==> config.mk <==
export PLATFORM = sky130hd
export DESIGN_NAME = bse_ram
export DESIGN_NICKNAME = d
export VERILOG_FILES = /design/src/rtl/bse_ram.sv
export SDC_FILE = /design/constraint.sdc
export NUM_CORES = 1
export LEC_CHECK = 0
export ABC_CLOCK_PERIOD_IN_PS = 2200
export BUFFER_PORTS_ARGS = -buffer_cell sky130_fd_sc_hd__buf_2
export CAP_MARGIN = 5
export CORE_MARGIN = 5
export CORE_UTILIZATION = 54
export CTS_CLUSTER_DIAMETER = 50
export DETAILED_ROUTE_END_ITERATION = 8
export PLACE_DENSITY = 0.8
export SETUP_SLACK_MARGIN = 0.4
export SYNTH_ARGS = -nofsm -noshare
export SYNTH_HDL_FRONTEND = slang
export SYNTH_SLANG_ARGS = --single-unit
==> constraint.sdc <==
create_clock -name clk -period 2.2 [get_ports clk]
set_input_delay 0.44 -clock clk [delete_from_list [all_inputs] [get_ports clk]]
set_output_delay 0.44 -clock clk [all_outputs]
set_load 0.005 [all_outputs]
==> src/rtl/bse_ram.sv <==
// ----------------------------------------------------------------------------
// bse_ram
// Generic single write port RAM with one registered read port.
// ----------------------------------------------------------------------------
module bse_ram #(
    parameter int WIDTH = 8,
    parameter int DEPTH = 16
) (
    input  logic                     clk,
    input  logic                     wr_en,
    input  logic [$clog2(DEPTH)-1:0] wr_addr,
    input  logic [WIDTH-1:0]         wr_data,
    input  logic [$clog2(DEPTH)-1:0] rd_addr,
    output logic [WIDTH-1:0]         rd_data
);

    logic [WIDTH-1:0] mem [DEPTH];
    logic [WIDTH-1:0] rd_data_reg;

    // write and registered read
    always_ff @(posedge clk)
    begin
        if (wr_en)
        begin
            mem[wr_addr] <= wr_data;
        end
        rd_data_reg <= mem[rd_addr];
    end

    assign rd_data = rd_data_reg;

endmodule

=== Yosys cells after proc, flatten, opt, wreduce, memory -nomap -nowiden ===
Memories as Yosys holds them, arrays and structs flattened. A register that Yosys moved wholly into a read port is not among the register bits.
Index checks and enable logic that the tools add are counted.

* Muxes and demuxes: 2

{| class="wikitable"
|+ Operators by type and width
! operator !! number
|-
| $mux W1 || 2
|}

* Bits of input ports: 18
* Register bits: 0
* Output and inout bits: 8
* Logic and storage cells: 3
* Memories: 1
* Bits in writable memories: 128

{| class="wikitable"
|+ Memory list
! memory !! words !! bits a word !! read ports !! clocked after Yosys merged registers in !! write ports !! line !! source
|-
| mem || 16 || 8 || 1 || 1 || 1 || 17 || <nowiki>logic [WIDTH-1:0] mem [DEPTH];</nowiki>
|}

=== Logic depth before layout (Yosys ltp) ===
* Depth after elaboration: 2
* Gate-level depth with buffers: 5
* Gate-level depth less buffers: 3

=== Worst setup path after synthesis ===
No wires, ideal clock.

* Path type: input-to-reg
* From: input wr_addr[2]
* To: memory mem[0][0], enable pin
* Library setup time: 383 ps
* Path slack: 267 ps
* Cell stages on the path: 2
* Arrival: 1550 ps
* Path buffers: 0
* Required time: 1817 ps
* Cell sequence: or3b_2 > nor3_1

{| class="wikitable"
|+ RTL lines
! item !! line !! source
|-
| from (decl) || 11 || <nowiki>input logic [$clog2(DEPTH)-1:0] wr_addr,</nowiki>
|-
| to (decl) || 17 ||
|}

Straight into the memory's write port.

=== Worst setup path after layout ===
* From: register rd_data_reg[7], in the netlist rd_data[7], read port of mem
* To: output rd_data[7]

{| class="wikitable"
|+ RTL lines
! item !! line !! source
|-
| from (decl) || 18 || <nowiki>logic [WIDTH-1:0] rd_data_reg;</nowiki>
|-
| to (decl) || 14 || <nowiki>output logic [WIDTH-1:0] rd_data</nowiki>
|}

No word-level cell between the ends.

==> flow_summary.yaml <==
placement:
  placedCellCount: 394
  io_buffers: 25
  dp_hpwl_um: 6240
  gp_congestion: 0.732
  dp_slack_ps: 288
critical_path:
  critPathCapture: "rd_data[7]"
  timing.rr.start: "mem[0][1]$_DFFE_PP_"
  path_depth: 1
  r2r_end: "rd_data[1]$_DFF_P_"
  cpPeakStageDelay_ps: 360
  critical_path_buf_inv_count: 1
  path_cells: "buf_2"
  critPathTopFamily: "flip-flops"
  slowest_stage: "dfxtp_1"
  r2r_cells: 3
  crit_required_ps: 1760
  critPathLaunch: "rd_data[7]$_DFF_P_"
  end_kind: "output port"
  r2r_setup_slack_ps: 830
  start_kind: "flop"
  worstSetupPathType: "reg -> out"
  crit_arrival_ps: 1000
  cp_max_fo: 1
clocking:
  cts_buffers: 17
  path_clk_slew_ps: 60
  cts_setup_buffers: 0
  clock_tree.root_cell: "clkbuf_8"
  cts_resized: 0
  h-tree-depth: 4
  ctsHoldBuffers: 0
  cts_sinks: 136
  cts_tree: "built"
  ctsLongestPathBuffers: 2
  insertion_delay_ps: 510
sta:
  fin_crit_sh: 0.656
  worst_slack_ps: 758
  fin_skew_ps: 4.95
  fmax_mhz: 693
  finalHoldViolations: 0
  rsz0062_at_grt: "no"
  final_max_slew_viol_count: 0
  fin_crit_ps: 1440
  finalSetupTns_ps: 0
  setup_viol: 0
  max_slew_margin: 0.738
  worst_pin_slew_ps: 394
synth:
  syn-cell-area_sq_mm: 0.00515
  syn-num-nets: 247
  ys_types: 19
  yosysMostFrequentCell: "edfxtp_1"
  yosysSeqAreaShare: 0.778
  synth-async-reset-ratio: 0
  yosysTopAreaCellShare: 0.747
  ys_warn_count: 0
  syn_inst: 229
  synth_edf_count: 128
  ys_top_cells_by_count: "edfxtp_1 (128), mux4_2 (18), a22oi_1 (16), mux4_1 (14), nor2_1 (13)"
  synth_flop_cell: "edfxtp_1"
  synthTopCellsByArea: "edfxtp_1 (75%), mux4_2 (7.9%), mux4_1 (7.1%), dfxtp_1 (3.1%), a22oi_1 (2.3%)"
  synth_top_cell_by_area: "edfxtp_1"
  synth_seq_cells: 136
  syn_area_per_cell_sq_um: 22.5
floorplanning:
  num_rows: 35
  die_w_um: 108
  pin_count: 26
  start_util: 0.554
  die_area_sq_mm: 0.0116
  core_area_sq_mm: 0.00928
  die_h_um: 108
status:
  status: "complete, no violations"
routing:
  vias_per_cell: 5.86
  post_drt_wl_per_cell_um: 23.3
  drc: 0
  wl_met2_um: 5060
  num_vias: 2495
  drt-met1-wl_um: 4080
  drt_iter0_markers: 190
  drt_first_pass_iters: 4
  top_layer_used: "met4"
  ant_nets: 0
  wl_met3_um: 670
  wl_um: 9930
final_layout:
  fin_cells: 426
  nets: 302
  syn_to_final_growth_pct: 19.4
  multi_input_area_sq_mm: 0.00106
  seq_area_sq_mm: 0.00400
  diodes: 0
  largest_reg_flops: 128
  drive_gt1_frac: 0.330
  n_fill_cell: 601
global_route:
  antenna_found_initial: 0
  first_global_vias: 2611
  grt_overflow: 0
  grt_start_max_net_pins: 33
  grt_pass1_wl_um: 15100
  grtUsageTotal: 0.187
worst_hold_path:
  hp-class: "in -> reg"
power:
  power.density_mw_per_mm2: 995
  p_leak_nw: 2.10
  ir_drop_v: 0.000548
job:
  maxCapViolCount: 0
## cell families (layout without fill, tap and decap cells)
| logic type | count (synthesis) | count (layout) | share of synthesized area |
|---|---|---|---|
| flip-flops | 136 | 136 | 0.778 |
| buffers and inverters | 10 | 78 | 0.0168 |
| AO/OA/AOI/OAI | 16 | 16 | 0.0233 |
| AND/OR/NAND/NOR | 35 | 35 | 0.0318 |
| multiplexers | 32 | 32 | 0.150 |
## per-stage QoR
step	hold slack [ps]	total power, mW	area, sq um	util
CTS	289	6.15	6150	0.662
floorplan	539	3.11	5150	-
global route	306	6.28	6150	0.662
detailed placement	661	3.23	5520	0.595
global placement	647	3.22	5520	0.595
finish	303	6.12	6150	0.662
## worst min-delay path by stage
| stage | start | endpoint | slack (ps) | depth (start not counted) |
|---|---|---|---|---|
| floorplan | wr_data[0] | mem[0][0]$_DFFE_PP_ | 540 | 0 |
| global placement | mem[14][0]$_DFFE_PP_ | rd_data[0]$_DFF_P_ | 650 | 3 |
| detailed placement | mem[14][1]$_DFFE_PP_ | rd_data[1]$_DFF_P_ | 660 | 3 |
| CTS | wr_data[4] | mem[2][4]$_DFFE_PP_ | 290 | 1 |
| global route | wr_data[7] | mem[13][7]$_DFFE_PP_ | 310 | 1 |
| finish | wr_data[4] | mem[7][4]$_DFFE_PP_ | 300 | 1 |
## power breakdown
part	switching (mW)	leakage (nW)	total [mW]	internal, mW
registers	0.0181	1.22	2.92	2.90
clock network	1.06	0.290	2.93	1.88
logic	0.150	0.587	0.266	0.116
## metal layers
| layer | vias to the layer above | track usage |
|---|---|---|
| met5 | - | 0 |
| met4 | 0 | 0.0613 |
| met3 | 10 | 0.0534 |
| met2 | 115 | 0.300 |
| met1 | 1284 | 0.251 |
| li1 | 1086 | - |
## placed cells by master (no fill, tap or decap), drive strengths merged
cell      Yosys  final
edfxtp      128    128
buf           7     46
mux4         32     32
clkbuf        0     18
a22oi        16     16
nor2         13     13
nand2         9      9
dfxtp         8      8
clkinvlp      0      5
bufinv        0      4
nor3          4      4
clkinv        0      3
nand3b        2      2
nand2b        2      2
inv           0      2
nor2b         1      1
and2          1      1
and2b         1      1
nand3         1      1
or3b          1      1
## layout make-up
cell class,instances,area share
Sequential cell,136,0.651
Timing Repair Buffer,46,0.0480
Clock buffer,18,0.0696
Tap cell,129,0.0263
Clock inverter,14,0.0322
Multi-Input combinational cell,83,0.173
Power figures use the tool's default switching activity.
