## src/rtl/bse_pkg.sv

```systemverilog
// ----------------------------------------------------------------------------
// bse_pkg
// Shared sizes, opcodes and register indexes of the Bezier surface evaluator.
// ----------------------------------------------------------------------------
package bse_pkg;

    // grid and coordinate sizes
    localparam int MAX_SIDE   = 16;
    localparam int MAX_RES    = 1024;
    localparam int COORD_BITS = 24;
    localparam int COORD_FRAC = 8;

    localparam int SIDE_BITS  = $clog2(MAX_SIDE);
    localparam int ADDR_BITS  = 2 * SIDE_BITS;
    localparam int GRID_DEPTH = MAX_SIDE * MAX_SIDE;
    localparam int POINT_BITS = 3 * COORD_BITS;

    // field and register widths
    localparam int IDX_BITS      = 10;
    localparam int OP_BITS       = 2;
    localparam int SIDE_REG_BITS = 5;
    localparam int RES_REG_BITS  = 11;
    localparam int EXT_BITS      = 16;
    localparam int CFG_IDX_BITS  = 2;
    localparam int CFG_DATA_BITS = 16;

    // fixed point formats
    localparam int MU_FRAC   = 16;
    localparam int MU_BITS   = MU_FRAC + 1;
    localparam int W_FRAC    = 30;
    localparam int W_BITS    = W_FRAC + 1;
    localparam int MUL_BITS  = W_BITS + 2;
    localparam int PROD_BITS = 2 * MUL_BITS;
    localparam int ACC_BITS  = 64;
    localparam int SUM_BITS  = ACC_BITS - W_FRAC;

    // iterative divider sizes
    localparam int DIV_DEN_BITS = $clog2(2 * (MAX_RES - 1) + 1);
    localparam int MU_NUM_BITS  = $clog2(MAX_RES) + MU_BITS;
    localparam int SP_NUM_BITS  = SIDE_BITS + EXT_BITS + COORD_FRAC + 1;
    localparam int DIV_NUM_BITS = (MU_NUM_BITS > SP_NUM_BITS) ? MU_NUM_BITS : SP_NUM_BITS;
    localparam int DIV_CNT_BITS = $clog2(DIV_NUM_BITS + 1);

    // opcodes
    localparam logic [OP_BITS-1:0] OP_WRITE = 2'd0;
    localparam logic [OP_BITS-1:0] OP_EVAL  = 2'd1;
    localparam logic [OP_BITS-1:0] OP_FLAT  = 2'd2;
    localparam logic [OP_BITS-1:0] OP_NOP   = 2'd3;

    // configuration register indexes
    localparam logic [CFG_IDX_BITS-1:0] CFG_SIDE   = 2'd0;
    localparam logic [CFG_IDX_BITS-1:0] CFG_RES    = 2'd1;
    localparam logic [CFG_IDX_BITS-1:0] CFG_WIDTH  = 2'd2;
    localparam logic [CFG_IDX_BITS-1:0] CFG_HEIGHT = 2'd3;

    localparam logic STATUS_OK    = 1'b0;
    localparam logic STATUS_RANGE = 1'b1;

endpackage

```

## src/rtl/bse_mul.sv

```systemverilog
// ----------------------------------------------------------------------------
// bse_mul
// Shared signed multiplier with registered product.
// ----------------------------------------------------------------------------
module bse_mul (
    input  logic                                clk,
    input  logic signed [bse_pkg::MUL_BITS-1:0] op_a,
    input  logic signed [bse_pkg::MUL_BITS-1:0] op_b,
    output logic signed [bse_pkg::PROD_BITS-1:0] prod
);
    import bse_pkg::*;

    logic signed [PROD_BITS-1:0] prod_reg;

    // product register
    always_ff @(posedge clk)
    begin
        prod_reg <= op_a * op_b;
    end

    assign prod = prod_reg;

endmodule

```

## config.mk

```make
export PLATFORM = sky130hd
export DESIGN_NAME = bse_mul
export DESIGN_NICKNAME = d
export VERILOG_FILES = /design/src/rtl/bse_pkg.sv /design/src/rtl/bse_mul.sv
export SDC_FILE = /design/constraint.sdc
export NUM_CORES = 2
export LEC_CHECK = 0
export CAP_MARGIN = 20
export CORE_ASPECT_RATIO = 0.8
export CORE_MARGIN = 3
export CORE_UTILIZATION = 45
export DETAILED_ROUTE_END_ITERATION = 8
export DONT_BUFFER_PORTS = 1
export GPL_TIMING_DRIVEN = 0
export MAX_ROUTING_LAYER = met4
export PLACE_DENSITY_LB_ADDON = 0.15
export SLEW_MARGIN = 20
export SYNTH_ARGS = -nofsm -noshare
export SYNTH_HDL_FRONTEND = slang
export SYNTH_SLANG_ARGS = --single-unit
```

## constraint.sdc

```tcl
create_clock -name clk -period 22.8 [get_ports clk]
set_input_delay 3.42 -clock clk [delete_from_list [all_inputs] [get_ports clk]]
set_output_delay 3.42 -clock clk [all_outputs]
set_load 0.02 [all_outputs]
```

Yosys cells after proc, flatten, opt, wreduce, memory -nomap -nowiden
Cells that the tools add are included.
{"block": "word_totals", "reg_bits": 66, "inputBits": 67}
{"block": "op_classes", "mul": 1}
{"cell": "33-bit by 33-bit multiplier with 66-bit output", "n": 1}

Logic depth before layout (Yosys ltp)
{"block": "logic_depth", "ltp_word": 1, "depth_mapped": 27, "depth_no_buf": 26}

Least setup slack after synthesis
OpenSTA, ideal clock, no wires.
{"block": "synth_path", "path_type": "in2reg", "start": "in op_a[32] (netlist name)", "end": "reg prod_reg[62], in the netlist prod[62]", "slack_ps": 12144, "stages": 23, "required_ps": 22721, "n_path_buf": 2, "t_arrival_ps": 10577, "setup_ps": 79, "path_cell_list": "clkbuf_1 -> nand2_1 -> inv_1 -> fa_1 -> fa_1 -> fa_1 -> fa_1 -> fa_1 -> fa_1 -> fa_1 -> inv_1 -> fa_1 -> inv_1 -> ha_1 -> clkbuf_1 -> and3_1 -> nand3_1 -> nand2b_1 -> a2111oi_4 -> a211oi_4 -> a21o_2 -> a21o_1 -> a211oi_2"}
{"block": "synth_between", "elab_chain_cells": 1}
{"element": "start: declaration", "line": "bse_mul.sv:7", "rtl": "input logic signed [bse_pkg::MUL_BITS-1:0] op_a,"}
{"element": "33-bit by 33-bit multiplier with 66-bit output", "line": "bse_mul.sv:18", "rtl": "prod_reg <= op_a * op_b;"}
{"element": "end signal: assignment", "line": "bse_mul.sv:18"}
{"element": "end: declaration", "line": "bse_mul.sv:13", "rtl": "logic signed [PROD_BITS-1:0] prod_reg;"}
No other way between the ends.

Worst setup path after layout
{"block": "layout_path", "start": "in op_b[9] (netlist name)", "end": "reg prod_reg[58], in the netlist prod[58]"}
{"block": "layout_between", "elab_chain_cells": 1}
{"element": "start: declaration", "line": "bse_mul.sv:8", "rtl": "input logic signed [bse_pkg::MUL_BITS-1:0] op_b,"}
{"element": "33-bit by 33-bit multiplier with 66-bit output", "line": "bse_mul.sv:18"}
No other way between the ends.

==> flow_summary.yaml <==
synth:
  ys.flop_type: "dfxtp_1"
  synth_top_family_by_area: "adder cells"
  synth-xor-area-share: 0.01462
  synth_compound_area_frac: 0.04067
  synth_cells: 4338
  synthSimpleGateAreaFrac: 0.1578
  synth_mux_area_frac: 0
  ys_top_cells_by_area: "fa_1 56%, inv_1 10%, and2_1 8.6%"
  async_flop_share: 0
  yosysSeqAreaShare: 0.03244
  synth_fa_ha_area_frac: 0.6294
  mappedNetlistNets: 5767
  synth.top_cell.area_share: 0.5627
  synth.avg_cell_area_um2: 9.390
  ys_types: 80
  synth_top_area_cell: "fa_1"
  syn-cell-area_mm2: 0.04073
  yosysWarnings: 0
  ys_seq_elements: 66
  synth-edff-count: 0
sta:
  rsz0062_at_grt: "no"
  drv_slew: 0
  final-setup-viol-count: 0
  worst_pin_slew_ns: 1.264
  slew_headroom: 0.1575
  fin_crit_ns: 11.75
  hold_violations: 0
  fin_setup_tns_ns: 0
  min_period_over_period: 0.5154
  max_freq_ghz: 0.08510
floorplan:
  core_area_mm2: 0.08951
  dieArea_mm2: 0.09419
  initial_utilization: 0.4551
  io-pin-count: 133
  rows: 98
  die_w_um: 342.4
  die_y_um: 275.1
run_status:
  status: "complete, no violations"
clock_tree:
  cts_hold_buffers: 0
  cts.repair.resized: 0
  cts.sinks: 66
  tritoncts: "built"
  clock-root-buffer: "clkbuf_16"
  post_cts_buffers: 0
  cts_buffers: 9
  cts.htree.levels: 3
  clk_path_buf_depth: 2
  clkTransAtPathRegs_ns: 0.06
finish:
  syn2layout_area_growth_pct: 4.598
  nets: 5778
  largest_reg_flops: 66
  layout-drive-gt1-share: 0.01768
  mostFrequentLayoutCell: "fa_1"
  layout_common_cells: "1143 x fa_1, 1131 x inv_1, 562 x and2_1"
min_path:
  whs_path_depth: 1
  hp-class: "input port to register"
  worstHoldStart: "op_a[0]"
  holdPathEnd: "prod[0]"
global_routing:
  grt_max_degree: 27
  grt_pass1_wl_mm: 232.5
  overflow: 0
  gr-usage-all-layers: 0.3628
  antenna_found_initial: 23
  grt_pass1_vias: 31320
placement:
  dp_hpwl_mm: 136.9
  port_buffers: 0
  globalplace.congestion: 1.018
detailed_routing:
  wire_per_inst_um: 28.56
  drtAntennaViolNets: 0
  drt_first_pass_iters: 5
  viasPerCell: 5.369
  num_vias: 29950
  drt-total-wl_mm: 159.3
  drt_iter0_drc: 3174
  drcViolationCount: 0
setup_path:
  crit_path_end_kind: "register"
  worstSetupStartpointType: "input port"
  crit_fanout: 10
  critPathRequiredTime_ns: 23.06
  path_class: "input port to register"
  cp.arrival_ns: 12.01
flow_run:
  drv_cap: 0
## worst max-delay path: stages
cell       delay (ns)
clkbuf_1         0.75
nand2_1          0.32
fa_1             0.70
fa_1             1.01
fa_1             0.55
inv_1            0.13
fa_1             0.45
fa_1             0.72
fa_1             0.48
fa_1             0.52
inv_1            0.07
fa_1             0.48
inv_1            0.04
ha_1             0.39
and4_1           0.22
buf_2            0.19
nand3_1          0.21
nand2b_1         0.29
a2111oi_4        0.37
a211oi_4         0.11
a21oi_2          0.24
nor4b_2          0.08
a311oi_1         0.26
## layout make-up
| type | count | area [µm²] |
|---|---|---|
| antenna | 24 | 60.06 |
| buffer | 221 | 863.3 |
| clock buffer | 9 | 225.2 |
| clock inverter | 7 | 68.82 |
| fill | 8820 | 46900 |
| inverter | 1131 | 4245 |
| multi-input combinational | 2920 | 34320 |
| sequential | 66 | 1321 |
| tap | 1200 | 1501 |
## cell families (layout without fill, tap and decap cells)
family,after synthesis,after routing
buffers and inverters,1352,1368
and+or+nand+nor,1271,1271
adders and majority gates,1362,1362
other,0,24
xor gates and xnor gates,68,68
AOI/OAI and AO/OA,219,219
DFF,66,66
## Yosys cell counts (6+ instances only)
cell      number
a211o_1        6
a211oi_1       7
a21o_1        36
a21oi_1       57
a31oi_1        8
and2_1       562
buf_2         11
clkbuf_1     208
dfxtp_1       66
fa_1        1145
ha_1         217
inv_1       1131
nand2_1      551
nand2b_1      12
nand3_1       25
nand4_1       11
nor2_1        68
nor3_1         7
o21a_1         6
o21ai_0       25
o21ai_1        6
o21bai_1      11
xnor2_1       43
xor2_1        25
## through the flow
| stage | hold WS (ns) | utilization | cell area, µm² | instances | setup WS, ns |
|---|---|---|---|---|---|
| after floorplan | 3.547 | - | 40730 | 4338 | 12.14 |
| after global placement | 3.556 | 0.4718 | 42240 | 5538 | 10.71 |
| after detailed placement | 3.558 | 0.4719 | 42240 | 5538 | 10.91 |
| after CTS | 3.184 | 0.4752 | 42540 | 5554 | 11.27 |
| after global routing | 3.196 | 0.4758 | 42590 | 5571 | 10.90 |
| final | 3.199 | 0.4760 | 42610 | 5578 | 11.05 |
## worst max path at each step
stage	cells after the start	endpoint	slack [ns]	from
floorplan	23	prod[62]	12.14	op_a[32]
global placement	23	prod[62]	10.71	op_b[0]
detailed placement	21	prod[64]	10.91	op_b[9]
CTS	21	prod[64]	11.27	op_b[9]
global route	23	prod[58]	10.90	op_b[9]
finish	23	prod[58]	11.05	op_b[9]
## per-layer routing
metal  wire, µm  up-vias  track usage
met2      59430     1769       0.4495
met1      69580    15590       0.5312
met4       3821        0      0.07628
li1           -    12400            -
met3      26450      187       0.1683
met5          0        -            -
Power is left out: the tool's default activity adds up to more than one toggle a clock period on the data nets, which glitch-free logic cannot reach.
