$ cat config.mk
export PLATFORM = sky130hd
export DESIGN_NAME = bse_div
export DESIGN_NICKNAME = d
export VERILOG_FILES = /design/src/rtl/bse_pkg.sv /design/src/rtl/bse_div.sv
export SDC_FILE = /design/constraint.sdc
export NUM_CORES = 1
export LEC_CHECK = 0
export BUFFER_PORTS_ARGS = -buffer_cell sky130_fd_sc_hd__buf_2
export CORE_ASPECT_RATIO = 0.7
export CORE_MARGIN = 2
export CORE_UTILIZATION = 50
export DETAILED_ROUTE_END_ITERATION = 8
export PLACE_DENSITY = 0.75
export SLEW_MARGIN = 20
export SYNTH_ARGS = -nofsm -noshare
export SYNTH_HDL_FRONTEND = slang
export SYNTH_SLANG_ARGS = --single-unit
$ cat constraint.sdc
create_clock -name clk -period 3.1 [get_ports clk]
set_input_delay 0.62 -clock clk [delete_from_list [all_inputs] [get_ports clk]]
set_output_delay 0.62 -clock clk [all_outputs]
set_load 0.05 [all_outputs]
$ cat src/rtl/bse_pkg.sv
// ----------------------------------------------------------------------------
// bse_pkg
// Shared sizes, opcodes and register indexes of the Bezier surface evaluator.
// ----------------------------------------------------------------------------
package bse_pkg;

    // grid and coordinate sizes
    localparam int MAX_SIDE   = 16;
    localparam int MAX_RES    = 1024;
    localparam int COORD_BITS = 24;
    localparam int COORD_FRAC = 8;

    localparam int SIDE_BITS  = $clog2(MAX_SIDE);
    localparam int ADDR_BITS  = 2 * SIDE_BITS;
    localparam int GRID_DEPTH = MAX_SIDE * MAX_SIDE;
    localparam int POINT_BITS = 3 * COORD_BITS;

    // field and register widths
    localparam int IDX_BITS      = 10;
    localparam int OP_BITS       = 2;
    localparam int SIDE_REG_BITS = 5;
    localparam int RES_REG_BITS  = 11;
    localparam int EXT_BITS      = 16;
    localparam int CFG_IDX_BITS  = 2;
    localparam int CFG_DATA_BITS = 16;

    // fixed point formats
    localparam int MU_FRAC   = 16;
    localparam int MU_BITS   = MU_FRAC + 1;
    localparam int W_FRAC    = 30;
    localparam int W_BITS    = W_FRAC + 1;
    localparam int MUL_BITS  = W_BITS + 2;
    localparam int PROD_BITS = 2 * MUL_BITS;
    localparam int ACC_BITS  = 64;
    localparam int SUM_BITS  = ACC_BITS - W_FRAC;

    // iterative divider sizes
    localparam int DIV_DEN_BITS = $clog2(2 * (MAX_RES - 1) + 1);
    localparam int MU_NUM_BITS  = $clog2(MAX_RES) + MU_BITS;
    localparam int SP_NUM_BITS  = SIDE_BITS + EXT_BITS + COORD_FRAC + 1;
    localparam int DIV_NUM_BITS = (MU_NUM_BITS > SP_NUM_BITS) ? MU_NUM_BITS : SP_NUM_BITS;
    localparam int DIV_CNT_BITS = $clog2(DIV_NUM_BITS + 1);

    // opcodes
    localparam logic [OP_BITS-1:0] OP_WRITE = 2'd0;
    localparam logic [OP_BITS-1:0] OP_EVAL  = 2'd1;
    localparam logic [OP_BITS-1:0] OP_FLAT  = 2'd2;
    localparam logic [OP_BITS-1:0] OP_NOP   = 2'd3;

    // configuration register indexes
    localparam logic [CFG_IDX_BITS-1:0] CFG_SIDE   = 2'd0;
    localparam logic [CFG_IDX_BITS-1:0] CFG_RES    = 2'd1;
    localparam logic [CFG_IDX_BITS-1:0] CFG_WIDTH  = 2'd2;
    localparam logic [CFG_IDX_BITS-1:0] CFG_HEIGHT = 2'd3;

    localparam logic STATUS_OK    = 1'b0;
    localparam logic STATUS_RANGE = 1'b1;

endpackage

$ cat src/rtl/bse_div.sv
// ----------------------------------------------------------------------------
// bse_div
// Restoring divider, one quotient bit per cycle, done pulses when finished.
// ----------------------------------------------------------------------------
module bse_div (
    input  logic                              clk,
    input  logic                              rst_n,
    input  logic                              start,
    input  logic [bse_pkg::DIV_NUM_BITS-1:0]  num,
    input  logic [bse_pkg::DIV_DEN_BITS-1:0]  den,
    output logic [bse_pkg::DIV_NUM_BITS-1:0]  quot,
    output logic                              done
);
    import bse_pkg::*;

    logic [DIV_DEN_BITS-1:0] rem_reg;
    logic [DIV_DEN_BITS-1:0] den_reg;
    logic [DIV_NUM_BITS-1:0] quot_reg;
    logic [DIV_CNT_BITS-1:0] cnt_reg;
    logic                    busy_reg;
    logic                    done_reg;
    logic [DIV_DEN_BITS:0]   shifted;
    logic [DIV_DEN_BITS:0]   trial;
    logic                    fits;

    // one trial subtraction per cycle
    assign shifted = {rem_reg, quot_reg[DIV_NUM_BITS-1]};
    assign trial   = shifted - {1'b0, den_reg};
    assign fits    = (shifted >= {1'b0, den_reg});

    // control
    always_ff @(posedge clk or negedge rst_n)
    begin
        if (!rst_n)
        begin
            busy_reg <= 1'b0;
            done_reg <= 1'b0;
            cnt_reg  <= '0;
        end
        else
        begin
            done_reg <= busy_reg && (cnt_reg == DIV_CNT_BITS'(1));
            if (start)
            begin
                busy_reg <= 1'b1;
                cnt_reg  <= DIV_CNT_BITS'(DIV_NUM_BITS);
            end
            else if (busy_reg)
            begin
                cnt_reg <= cnt_reg - 1'b1;
                if (cnt_reg == DIV_CNT_BITS'(1))
                begin
                    busy_reg <= 1'b0;
                end
            end
        end
    end

    // datapath
    always_ff @(posedge clk)
    begin
        if (start)
        begin
            rem_reg  <= '0;
            den_reg  <= den;
            quot_reg <= num;
        end
        else if (busy_reg)
        begin
            rem_reg  <= fits ? trial[DIV_DEN_BITS-1:0] : shifted[DIV_DEN_BITS-1:0];
            quot_reg <= {quot_reg[DIV_NUM_BITS-2:0], fits};
        end
    end

    assign quot = quot_reg;
    assign done = done_reg;

endmodule

Yosys cells after proc, flatten, opt, wreduce, memory -nomap -nowiden
Index checks and enable logic that the tools add are counted.
- equality and inequality tests: 1
- mux-type cells: 8
- reductions and logical operators: 2
- add/sub/neg operators: 2
- order comparisons: 1
- operators by type and width (kind ; count):
    $mux 29 ; 2
    $ge 12x11->1 ; 1
    $mux 11 ; 1
    $sub 11x11->11 ; 1
    $mux 5 ; 2
    $eq 5x1->1 const B ; 1
    $sub 5x1->5 const B ; 1
    $mux 1 ; 3
    $reduce_bool 2->1 ; 1
    $logic_and 1x1->1 ; 1
- register bits after elaboration: 58

Longest topological paths before layout
- depth in word-level cells: 4
- mapped depth: 10
- gate-level depth less buffers: 9

Worst setup path before layout
Ideal clock, no wire load.
- kind: reg-to-reg
- start: register quot_reg[28], in the netlist quot[28]
- end: register rem_reg[1]
- buffers on the path: 1
- stages on the path, launching flop included: 11
- arrival: 2.556 ns
- setup slack: 0.422 ns
- required time: 2.978 ns
- cells stage by stage: edfxtp_1 inv_1 ha_1 fa_1 and2b_1 o31a_1 o21ai_2 o21ai_2 buf_6 nor4_2 a311o_1
- longest elaborated chain between the ends: 2
- RTL lines (what ; line ; text):
    start, declared ; bse_div.sv:18 ; logic [DIV_NUM_BITS-1:0] quot_reg;
    start signal, assigned ; bse_div.sv:66 ; quot_reg <= num;
    start signal, assigned ; bse_div.sv:71 ; quot_reg <= {quot_reg[DIV_NUM_BITS-2:0], fits};
    $sub 11x11->11 / $ge 12x11->1 (equally long branches) ; bse_div.sv:28, bse_div.sv:29 ;
    $mux 11 * ; bse_div.sv:70 ; rem_reg <= fits ? trial[DIV_DEN_BITS-1:0] : shifted[DIV_DEN_BITS-1:0];
    end signal, assigned ; bse_div.sv:70 ;
    end, declared ; bse_div.sv:16 ; logic [DIV_DEN_BITS-1:0] rem_reg;
Every way passes the cells marked *; elsewhere a longest branch is shown, timed or not.
A chain may end at the register's enable or synchronous reset.

Final worst setup path
Ends and elaborated chain as after synthesis.

==> results by stage <==
Cells and area:
- At the end of the flow, the number of nets in the layout was 373.
- The utilization after layout is 62.7%.
- The repair_antennas step left the layout with diodes totalling 0.
- The multi-input combinational cells in the finished layout cover a total of 0.00127 mm^2.
- The library cell used most frequently in the layout, excluding fill and tap cells, is sky130_fd_sc_hd__buf_2.
- The number of flip-flops under the largest register name is 29.
- The final instance area is 0.00359 mm^2.
- The post-route netlist has 41.7% of its cells at a drive strength greater than 1.
- Leaving out fill and tap cells, the most frequent cells in the layout are sky130_fd_sc_hd__buf_2 (72), sky130_fd_sc_hd__edfxtp_1 (40), sky130_fd_sc_hd__mux2_2 (30).
- After filler insertion, the fill cell instance count of the layout stands at 456.
- The area taken by flip-flops and latches is 0.00160 mm^2.
- The area growth from synthesis to layout is 20.5%.
- The non-filler instance count after layout is 396.

Timing:
- Headroom to the max-slew limit came out at 67.1%.
- The max-slew violation total from the final report is 0.
- The hold violation count in the final report was 0.
- The final critical-path share of the clock period is 84.5%.
- The final sum of negative setup slack is 0 ns.
- The final hold slack is 0.105 ns.
- The worst path needs 2.62 ns of the cycle, external delays included.
- The final setup violation count is 0.
- Setup repair after global routing left no endpoint under its margin.
- For the pin with the worst max-slew slack, the measured transition is 0.492 ns.
- The minimum setup slack in the final design is 0.480 ns.
- Across the routed clock network, the largest skew measured is 0.00857 ns.
- The fmax is 0.382 GHz.

Flow run:
- The number of maximum-capacitance constraint violations is 0.

Worst setup path:
- The worst reg-to-reg setup slack is 0.48 ns.
- The required time at the worst-slack endpoint is 3.33 ns.
- The endpoint of the most critical register-to-register path is rem_reg[1].
- The most frequent cell on the critical path is sky130_fd_sc_hd__o21ai_2.
- For the worst setup path, the data arrival time is 2.85 ns.
- The kind of launch point of the worst setup path is a flop.
- The biggest cell delay along the critical path is 0.40 ns.
- The number of cells traversed by the worst register-to-register path is 10.
- The critical path goes through inv_1, ha_1, fa_1, and2b_1, o31a_1, o21ai_2, o21ai_2, buf_4, nor4b_4, a311o_1.
- In this run the worst path has a maximum fanout of 11.
- The critical path capture point type is a flop.
- On the critical path, the stage with the largest delay is an instance of sky130_fd_sc_hd__edfxtp_1.
- The startpoint identified for the worst register-to-register timing path is quot[28].
- The critical path is of the reg -> reg type.

Synth:
- The average instance in the mapped netlist occupies 12.6 um^2.
- The number of different library cells used by synthesis comes to 49.
- After synthesis the cells add up to 0.00298 mm^2.
- The top cell type by total area after synthesis is sky130_fd_sc_hd__edfxtp_1.
- When the netlist entered floorplanning its net count stood at 294.
- The synthesized design contains 58 register bits.
- The sequential fraction of the synthesis area is 53.6%.
- The cell count after synthesis is 237.
- The fraction of synthesis flops using an asynchronous set or reset pin is 12.1%.
- The most used flip-flop cell after synthesis is sky130_fd_sc_hd__edfxtp_1.
- The top cell type by area accounts for 40.3% of the synthesized area.
- By area the synthesized netlist is led by sky130_fd_sc_hd__edfxtp_1 (40%), sky130_fd_sc_hd__mux2_2 (11%), sky130_fd_sc_hd__dfxtp_1 (7.4%).
- The number of synthesized flops with an enable pin is 40.
- Yosys printed 0 warnings.

Floorplanning:
- The area of the core region is 0.00573 mm^2.
- The die is 96.3 um wide.
- The row count is 23.
- During I/O placement, the number of pins put on the boundary was 73.
- The starting density of the core is 52.0%.
- In this run the vertical extent of the chip is 68.6 um.
- The die covers 0.00660 mm^2.

Placed design:
- The cell area after placement is 0.00342 mm^2.
- The quantity of I/O buffers inserted on ports is 72.
- Before CTS, the worst setup slack after placement is 0.510 ns.
- The half-perimeter wire length after placement is 4320 um.
- The count of placed standard cells including taps is 380.
- Routability-driven placement finished with a final weighted congestion of 0.916.

Detailed routing:
- The iteration-0 DRC count of the detailed router is 147.
- After detailed routing, the average wire length per cell comes to 14.7 um.
- The number of nets with antenna violations after detailed routing is 0.
- The first detailed-routing pass ran for 5 iterations.
- In the routed layout, each cell is associated on average with a via count of 5.21.
- The number of design rule violations left after detail routing is 0.
- Wires add up to 5820 um.
- The final route contains 2,064 vias.

Clock network:
- The worst-case clock buffer depth is 2.
- At the later pin of the worst-skew pair, clock insertion delay measures 0.34 ns.
- Post-CTS repair changed the size of 0 cells.
- The hold-fix buffer count after cts is 0.
- The number of clock buffers added by TritonCTS is 9.
- Clock-pin slew was measured on the worst setup and hold paths at 0.07 ns.
- The maximum level of the CTS H-tree is 3.
- The cell at the root of the clock tree is sky130_fd_sc_hd__clkbuf_8.
- The CTS tree is yes.
- The sink count of the clock tree is 58.
- The number of setup buffers added after CTS is 0.

GRT:
- The initial antenna violation count is 0.
- The overall global routing resource usage is 18.6%.
- The maximum number of pins on one net before global-route repair is 31.
- The first global-routing pass estimated 8890 um of wire.
- Global routing finished with a remaining overflow of 0.
- The number of global-route vias before repair is 1,840.

Power:
- The worst IR drop on VDD is 0.000380 V.
- Dividing total power by cell area gives a power density of 726 mW/mm^2.
- The leakage power figure is 1.53 nW.
- Overall power consumption after layout is estimated at 2.61 mW.

Hold path:
- The path class of the tightest hold or removal check is in -> async.

Run status:
- The run finished with clean final reports.
[critical path: cells and delay by family, from the launching register on]
family,cells,cell delay [ns]
AO/OA/AOI/OAI,4,1.07
adder cells (fa/ha/maj),2,0.40
flip-flops,1,0.40
AND/OR/NAND/NOR,2,0.34
buffers and inverters,2,0.30
[cells in the mapped netlist, types with 2 or more instances]
library cell and instances:
sky130_fd_sc_hd__nor2_1 17, sky130_fd_sc_hd__clkbuf_1 2, sky130_fd_sc_hd__nand2b_1 6, sky130_fd_sc_hd__buf_6 2
sky130_fd_sc_hd__buf_1 4, sky130_fd_sc_hd__ha_1 13, sky130_fd_sc_hd__inv_1 16, sky130_fd_sc_hd__a21oi_1 6
sky130_fd_sc_hd__o21a_1 2, sky130_fd_sc_hd__dfxtp_1 11, sky130_fd_sc_hd__o21ai_0 7, sky130_fd_sc_hd__nor4_2 2
sky130_fd_sc_hd__mux2i_1 6, sky130_fd_sc_hd__a21o_1 2, sky130_fd_sc_hd__nand3_1 2, sky130_fd_sc_hd__nand2_1 11
sky130_fd_sc_hd__o211ai_1 4, sky130_fd_sc_hd__nor3_1 2, sky130_fd_sc_hd__dfrtp_1 7, sky130_fd_sc_hd__o31ai_1 2
sky130_fd_sc_hd__o22ai_1 2, sky130_fd_sc_hd__mux2_2 30, sky130_fd_sc_hd__a311oi_1 2, sky130_fd_sc_hd__edfxtp_1 40
sky130_fd_sc_hd__xnor2_1 8, sky130_fd_sc_hd__o21ai_2 2, sky130_fd_sc_hd__a211oi_1 6, sky130_fd_sc_hd__o31a_1 2
[area by class of cell]
type | count | share of cell area, %
sequential | 58 | 44.5
clock inverter | 6 | 1.18
multi-input combinational | 153 | 35.3
tap | 75 | 2.61
inverter | 17 | 1.78
clock buffer | 10 | 3.55
timing repair buffer | 77 | 11.1
[logic make-up after synthesis]
logic type | Yosys count | share of synthesized area, %
compound gates | 41 | 10.0
flops | 58 | 53.6
fa+ha+maj | 14 | 6.13
simple gates | 53 | 10.5
xor+xnor | 9 | 2.65
mux | 36 | 13.4
buf+inv | 26 | 3.82
[how the worst max path moves through the flow]
stage | startpoint | to | cells past startpoint
after floorplan | quot[28] | rem_reg[1] | 10
after global placement | quot[28] | rem_reg[1] | 10
after detailed placement | quot[28] | rem_reg[1] | 10
after CTS | quot[28] | rem_reg[1] | 10
after global routing | quot[28] | rem_reg[1] | 10
final | quot[28] | rem_reg[1] | 10
[metal layers]
metal / GRT usage, % / vias to the layer above / routed length (um)
met3: 7.61 / 8 / 335
met1: 26.5 / 954 / 2780
met5: 0 / - / 0
met2: 25.5 / 60 / 2640
li1: - / 1042 / -
met4: 5.89 / 0 / 70
[report_power, final]
part / switching (mW) / leakage, nW / internal, mW
Sequential: 0.0844 / 0.581 / 0.953
Clock: 0.306 / 0.0827 / 0.290
Combinational: 0.573 / 0.870 / 0.401
(Power assumes the default switching activity.)
